`src/rtl/core/sge_pkg.sv`:
```
// Shared types and constants for the Scharr gradient energy block.
// No dependencies; imported by sge_energy and scharr_gradient_energy.
package sge_pkg;

  // Field widths of the result channel.
  localparam int unsigned ENERGY_W = 15;
  localparam int unsigned COL_W    = 11;
  localparam int unsigned ROW_W    = 12;
  localparam int unsigned CFG_W    = 13;
  localparam int unsigned IDX_W    = 2;

  // Largest frame height the row counter supports.
  localparam logic [CFG_W-1:0] MAX_HEIGHT = 13'd4096;

  // Configuration register indexes.
  localparam logic [IDX_W-1:0] REG_IMAGE_WIDTH  = 2'd0;
  localparam logic [IDX_W-1:0] REG_IMAGE_HEIGHT = 2'd1;

  // Reset values of the configuration registers.
  localparam logic [11:0]      WIDTH_RESET  = 12'd640;
  localparam logic [CFG_W-1:0] HEIGHT_RESET = 13'd480;

  // One RGB pixel.
  typedef struct packed {
    logic [7:0] red;
    logic [7:0] green;
    logic [7:0] blue;
  } pixel_t;

  // The eight neighbors a Scharr kernel looks at (the center has weight zero).
  typedef struct packed {
    pixel_t tl;
    pixel_t tm;
    pixel_t tr;
    pixel_t ml;
    pixel_t mr;
    pixel_t bl;
    pixel_t bm;
    pixel_t br;
  } sge_taps_t;

endpackage

```
`src/rtl/core/sge_energy.sv`:
```
// Combinational Scharr L1 energy of one 3x3 neighborhood over three channels.
// Depends on sge_pkg for the pixel and tap types.
module sge_energy import sge_pkg::*; (
  input  sge_taps_t           taps,
  output logic [ENERGY_W-1:0] energy
);

  // |dx| + |dy| for one channel; each response stays within +/-4080.
  function automatic logic [12:0] chan_energy(
    input logic [7:0] tl, input logic [7:0] tm, input logic [7:0] tr,
    input logic [7:0] ml, input logic [7:0] mr,
    input logic [7:0] bl, input logic [7:0] bm, input logic [7:0] br
  );
    logic signed [13:0] dx;
    logic signed [13:0] dy;
    logic [13:0]        ax;
    logic [13:0]        ay;
    logic [13:0]        s;
    dx = 14'sd3  * ($signed({6'b0, tr}) - $signed({6'b0, tl}))
       + 14'sd10 * ($signed({6'b0, mr}) - $signed({6'b0, ml}))
       + 14'sd3  * ($signed({6'b0, br}) - $signed({6'b0, bl}));
    dy = 14'sd3  * ($signed({6'b0, bl}) - $signed({6'b0, tl}))
       + 14'sd10 * ($signed({6'b0, bm}) - $signed({6'b0, tm}))
       + 14'sd3  * ($signed({6'b0, br}) - $signed({6'b0, tr}));
    ax = dx[13] ? 14'(-dx) : 14'(dx);
    ay = dy[13] ? 14'(-dy) : 14'(dy);
    s  = ax + ay;
    return s[12:0];
  endfunction

  logic [12:0] e_red;
  logic [12:0] e_green;
  logic [12:0] e_blue;

  // Per-channel responses.
  assign e_red   = chan_energy(taps.tl.red, taps.tm.red, taps.tr.red, taps.ml.red,
                               taps.mr.red, taps.bl.red, taps.bm.red, taps.br.red);
  assign e_green = chan_energy(taps.tl.green, taps.tm.green, taps.tr.green,
                               taps.ml.green, taps.mr.green, taps.bl.green,
                               taps.bm.green, taps.br.green);
  assign e_blue  = chan_energy(taps.tl.blue, taps.tm.blue, taps.tr.blue,
                               taps.ml.blue, taps.mr.blue, taps.bl.blue,
                               taps.bm.blue, taps.br.blue);

  // Sum over channels; the maximum of 24480 fits the result width.
  assign energy = {2'b0, e_red} + {2'b0, e_green} + {2'b0, e_blue};

endmodule

```
`config.mk`:
```
export PLATFORM = sky130hd
export DESIGN_NAME = sge_energy
export DESIGN_NICKNAME = d
export VERILOG_FILES = /design/src/rtl/core/sge_pkg.sv /design/src/rtl/core/sge_energy.sv
export SDC_FILE = /design/constraint.sdc
export NUM_CORES = 1
export LEC_CHECK = 0
export BUFFER_PORTS_ARGS = -buffer_cell sky130_fd_sc_hd__buf_2
export CORE_UTILIZATION = 30
export DETAILED_ROUTE_END_ITERATION = 7
export PLACE_DENSITY = 0.46
export RECOVER_POWER = 25
export SETUP_SLACK_MARGIN = 0.1
export SLEW_MARGIN = 20
export SYNTH_ARGS = -nofsm -noshare
export SYNTH_HDL_FRONTEND = slang
export SYNTH_SLANG_ARGS = --single-unit
```
`constraint.sdc`:
```
create_clock -name vclk -period 17.9
set_input_delay 3.58 -clock vclk [all_inputs]
set_output_delay 3.58 -clock vclk [all_outputs]
set_load 0.05 [all_outputs]
```
==> qor.yml, run 1 <==
min_path_cells: 7
die_y_um: 262
n_antenna_cell: 0
ys_seq_area_share_pct: 0
io_buffers: 207
worst_pin_slew_ps: 730
syn_inst: 2402
finish.utilization_pct: 33.7
period_share_pct: 94.6
drt_iter0_drc: 524
worstHoldStart: "taps[56]"
die_width_um: 262
totalNegativeSetupSlack_ps: 0
cpMaxStageDelayCell: "fa_1"
wl_per_cell_um: 13.9
dr_wl_met2_mm: 22.9
cp_common_cell: "a21oi_1"
clock_buffers: 0
path_max_fanout: 14
pin_count: 207
synth.top_cell.area_share_pct: 31.4
multi_input_area_mm2: 0.0185
wirelength_mm: 48.4
clock.fmax_ghz: 0.0591
synth_fa_ha_area_share_pct: 50.2
slew_violations: 0
track_usage_pct: 14.2
synth_compound_area_share_pct: 14.4
syn-mean-instance-area_um2: 8.44
first_pass_iters: 5
area_delta_synth_final_pct: 10.5
outcome: "finished, final reports clean"
via_count: 16106
yosysTopAreaCell: "ha_1"
critPathMaxStageDelay_ps: 560
synth_top_family_by_area: "adder cells"
maxCapViolCount: 0
placed_cell_area_mm2: 0.0224
core_area_mm2: 0.0663
cts_setup_buffers: 0
grt_pass1_wl_mm: 80.3
netlist_area_mm2: 0.0203
place.detailed.hpwl_mm: 45.8
yosys-top-cells-area: "ha_1 (31%), fa_1 (19%), inv_1 (8.5%)"
cts.repair.resized: 0
hold_path.class: "primary input to primary output"
die_area_mm2: 0.0686
endpoint_kind: "primary output"
layout-drive-gt1-share_pct: 8.59
ys_warn_count: 0
viasPerCell: 4.64
antenna_left: 0
highest_layer: "met4"
syn-num-nets: 3293
synth.distinct_cells: 59
seq_cells: 0
critPathRequiredTime_ps: 14320
nets: 3502
gp_congestion: 0.875
postCtsHoldBufs: 0
grt_max_degree: 15
start_util_pct: 30.5
finalHoldViolations: 0
synth-simple-area-share_pct: 11.5
row_count: 94
wl_met3_mm: 1.02
critPathLaunchType: "primary input"
grt_overflow: 0
grt_pass1_vias: 16676
min_period_ps: 16930
worstSetupPathType: "primary input to primary output"
slew-limit-headroom_pct: 51.5
final_area_mm2: 0.0224
worstPathArrival_ps: 13350
regArea_um2: 0
cp_top_family: "adder cells"
rsz0062_at_grt: "false"
fillers: 7024
min_to: "energy[0]"
drc_errors: 0
synthMuxAreaShare_pct: 0.111
cp_num_buf_inv: 8
antenna_found_initial: 0
synth_xor_area_share_pct: 15.3
wl_met1_mm: 24.4
finalSetupViolCount: 0
-- Yosys cell counts, types with 2 or more instances --
cell type and number:
ha_1 508, inv_1 457, fa_1 191, xnor2_1 172, xor2_1 157, nor2_1 131
a21oi_1 113, a21o_1 111, o21ai_0 89, nor2b_1 67, nand2b_1 63, nand2_1 59
nor3_1 45, o21a_1 30, nand3_1 20, o21bai_1 17, or3_1 17, o211ai_1 12
a211oi_1 11, nand4_1 10, and3_1 9, o31ai_1 9, o41ai_1 9, xnor3_1 8
o21ai_1 7, a31oi_1 6, and2_1 6, o31a_1 6, or2_2 6, a21boi_0 5
o2111ai_1 5, a211o_1 4, buf_2 4, nand4b_1 4, nand3b_1 3, o41a_1 3
mux2_2 2, nor3b_1 2, nor4_1 2, or4_1 2, xnor2_2 2
-- routing by layer --
layer / up-vias / track usage [%]
li1: 8400 / -
met4: 0 / 0.452
met5: - / 0
met2: 204 / 25.4
met1: 7492 / 20.0
met3: 10 / 0.280
-- placed cells by master (no fill, tap or decap), drive strengths merged, types with 11 or more instances in the layout --
cell type	netlist	routed
ha	508	508
inv	457	457
buf	4	208
fa	191	191
xnor2	174	174
xor2	157	157
nor2	131	131
a21oi	114	114
a21o	111	111
o21ai	96	96
nor2b	67	67
nand2b	63	63
nand2	59	59
nor3	45	45
o21a	30	30
nand3	20	20
or3	17	17
o21bai	17	17
o211ai	12	12
a211oi	11	11
-- stage by stage --
step	hold WS (ps)	setup WS [ps]	std cells
finish	8740	971	3473
global route	8810	218	3473
CTS	8490	890	3473
detailed placement	8490	917	3473
global placement	8510	951	3473
floorplan	8170	1500	2402
-- how the worst max path moves through the flow --
stage	slack, ps	to	from	cells after the start
2_1_floorplan	1500	energy[14]	taps[0]	40
3_3_place_gp	950	energy[13]	taps[177]	43
3_5_place_dp	920	energy[13]	taps[0]	43
4_1_cts	890	energy[13]	taps[0]	43
5_1_grt	220	energy[13]	taps[0]	44
6_report	970	energy[13]	taps[0]	43
-- cell families after synthesis --
family	Yosys count
AND/OR/NAND/NOR	453
AO/OA/AOI/OAI	448
buffers and inverters	461
XOR/XNOR	339
multiplexers	2
adder cells (fa/ha/maj)	699
-- area by class of cell --
class                      count  share of cell area (%)
multi-input combinational   1941                    82.8
timing repair buffer         211                    4.75
tap                          864                    4.83
inverter                     457                    7.66
Power of run 1 is not shown: default switching activity piles up to over one toggle a cycle in this logic, so the estimate is an artifact.
==> run 2, diff against run 1 <==
- CELL_PAD_IN_SITES_DETAIL_PLACEMENT: default -> 2
- CELL_PAD_IN_SITES_GLOBAL_PLACEMENT: default -> 2
- PLACE_DENSITY: 0.46 -> 0.69
- RECOVER_POWER: 25 -> default
==> qor.yml, run 2 (same netlist as run 1, synthesis figures left out) <==
rsz0062_at_grt: "false"
hold_path.class: "primary input to primary output"
wl_per_cell_um: 16.8
postCtsHoldBufs: 0
layout-drive-gt1-share_pct: 8.89
seq_cells: 0
clock.fmax_ghz: 0.0584
worstPathArrival_ps: 13530
worstSetupPathType: "primary input to primary output"
place.detailed.hpwl_mm: 55.5
grt_pass1_wl_mm: 96.7
whs_ps: 8440
maxCapViolCount: 0
grt_pass1_vias: 19529
drt_iter0_drc: 359
clock_buffers: 0
slew-limit-headroom_pct: 58.0
critPathRequiredTime_ps: 14320
totalNegativeSetupSlack_ps: 0
regArea_um2: 0
fillers: 7688
slew_violations: 0
area_delta_synth_final_pct: 10.7
final_common_cell: "ha_1"
nets: 3504
final_cell_mix: "ha_1 (508), inv_1 (457), buf_2 (207), fa_1 (191), xnor2_1 (172)"
drc_errors: 0
n_antenna_cell: 0
antenna_left: 0
core_area_mm2: 0.0663
min_period_ps: 17110
worst_pin_slew_ps: 627
wirelength_mm: 58.5
gp_congestion: 0.858
first_pass_iters: 4
grt_max_degree: 13
finalSetupViolCount: 0
viasPerCell: 4.85
start_util_pct: 30.5
die_area_mm2: 0.0686
die_width_um: 262
antenna_found_initial: 0
track_usage_pct: 17.2
pin_count: 207
die_y_um: 262
grt_overflow: 0
via_count: 16862
path_max_fanout: 12
finish.utilization_pct: 33.8
cpMaxStageDelayCell: "fa_1"
critPathLaunchType: "primary input"
multi_input_area_mm2: 0.0185
period_share_pct: 95.6
outcome: "finished, final reports clean"
row_count: 94
io_buffers: 207
endpoint_kind: "primary output"
critPathMaxStageDelay_ps: 560
finalHoldViolations: 0
## run 2: changes by cell type in the layout (fill, tap and decap cells not counted)
cell / change
o21ai_0: -1
o21ai_2: +1
clkbuf_1: -3
o41ai_1: -1
o41ai_2: +1
xor2_2: +1
buf_4: +2
buf_2: +3
xor2_1: -1
## run 2: worst max-delay path: cells and delay by family
kind / cells / cell delay (ps)
AO/OA/AOI/OAI: 18 / 3620
XOR/XNOR: 4 / 810
adder cells (fa/ha/maj): 9 / 3580
buffers and inverters: 7 / 900
multiplexers: 1 / 380
AND/OR/NAND/NOR: 4 / 640
## run 2: worst paths after layout
path / slack [ps] / end / start / depth (start not counted)
min: 8440 / energy[0] / taps[128] / 7
max: 790 / energy[13] / taps[185] / 43
## run 2: layout make-up
class | instances | share of cell area (%)
Inverter | 457 | 7.65
Multi-Input combinational cell | 1941 | 82.7
Tap cell | 864 | 4.82
Timing Repair Buffer | 213 | 4.82
## run 2: metal layers
layer  up-vias  wire (µm)  GRT usage [%]
li1       8382          -              -
met1      8285      26700           21.5
met2       165      30600           33.4
met3        30        739          0.415
met4         0        520           1.47
met5         -          0              0
## run 2: timing repair
item	4_1_cts	5_1_grt
setup buffers	0	2
setup endpoints to repair	0	2
resized for setup	0	4
## run 2: metrics by stage
| stage | setup WS, ps | cells | cell area, µm² |
|---|---|---|---|
| 6_report | 785 | 3475 | 22400 |
| 5_1_grt | 134 | 3475 | 22400 |
| 4_1_cts | 416 | 3473 | 22400 |
| 3_5_place_dp | 485 | 3473 | 22400 |
| 3_3_place_gp | 808 | 3473 | 22400 |
| 2_1_floorplan | 1500 | 2402 | 20300 |
Power of run 2 is left out for the same reason.
==> run 3, diff against run 2 <==
- REMOVE_ABC_BUFFERS: default -> 1
==> qor.yml, run 3 (same netlist as run 1, synthesis figures left out) <==
outcome: "finished, final reports clean"
maxCapViolCount: 0
cp_num_buf_inv: 7
slew-limit-headroom_pct: 56.4
cpMaxStageDelayCell: "fa_1"
die_y_um: 262
grt_pass1_vias: 19454
grt_pass1_wl_mm: 94.6
grt_max_degree: 15
antenna_found_initial: 0
io_buffers: 207
wirelength_mm: 57.7
start_util_pct: 30.5
worstHoldStart: "taps[176]"
fillers: 7697
grt_overflow: 0
totalNegativeSetupSlack_ps: 0
finalSetupViolCount: 0
regArea_um2: 0
final_cell_mix: "ha_1 (508), inv_1 (457), buf_2 (207), fa_1 (191), xnor2_1 (172)"
hold_path.class: "primary input to primary output"
seq_cells: 0
cts_setup_buffers: 0
finalHoldViolations: 0
area_delta_synth_final_pct: 10.6
antenna_left: 0
postCtsHoldBufs: 0
drt_iter0_drc: 329
place.detailed.hpwl_mm: 54.6
worst_pin_slew_ps: 646
clock.fmax_ghz: 0.0589
critPathRequiredTime_ps: 14320
period_share_pct: 94.9
final_common_cell: "ha_1"
crit_start: "taps[128]"
drc_errors: 0
first_pass_iters: 4
layout-drive-gt1-share_pct: 8.78
critPathLaunchType: "primary input"
critPathMaxStageDelay_ps: 550
gp_congestion: 0.853
track_usage_pct: 16.7
core_area_mm2: 0.0663
clock_buffers: 0
min_period_ps: 16980
worstSetupPathType: "primary input to primary output"
die_width_um: 262
endpoint_kind: "primary output"
via_count: 16948
die_area_mm2: 0.0686
pin_count: 207
row_count: 94
viasPerCell: 4.88
cp_top_family: "adder cells"
rsz0062_at_grt: "false"
wl_per_cell_um: 16.6
slew_violations: 0
worstPathArrival_ps: 13400
path_max_fanout: 7
n_antenna_cell: 0
nets: 3501
## run 3: per-layer routing
layer | GRT usage, % | up-vias | share of wire, %
met5 | 0 | - | 0
met1 | 21.1 | 8384 | 45
met4 | 1.18 | 0 | 0.79
li1 | - | 8386 | -
met3 | 0.839 | 28 | 2.1
met2 | 32.3 | 150 | 52
## run 3: final timing paths
| kind | end | slack [ps] | cells past startpoint |
|---|---|---|---|
| hold / removal | energy[0] | 8460 | 7 |
| setup / recovery | energy[13] | 920 | 43 |
## run 3: timing repair
action                                 4_1_cts  5_1_grt
setup endpoints to repair                    0        1
endpoints found under the hold margin        0        0
gates resized for setup                      0        3
## run 3: layout make-up
class	count	area, µm²	share of cell area (%)
Tap cell	864	1080	4.83
Inverter	457	1720	7.66
Multi-Input combinational cell	1941	18500	82.8
Timing Repair Buffer	210	1060	4.73
## run 3: stage by stage
step | hold slack, ps | instances | worst slack [ps] | util, % | cell area, µm²
2_1_floorplan | 8170 | 2398 | 1360 | - | 20200
3_3_place_gp | 8450 | 3472 | 1180 | 33.7 | 22400
3_5_place_dp | 8480 | 3472 | 831 | 33.7 | 22400
4_1_cts | 8480 | 3472 | 812 | 33.7 | 22400
5_1_grt | 8530 | 3472 | 115 | 33.8 | 22400
6_report | 8460 | 3472 | 921 | 33.8 | 22400
Power of run 3 is left out for the same reason.
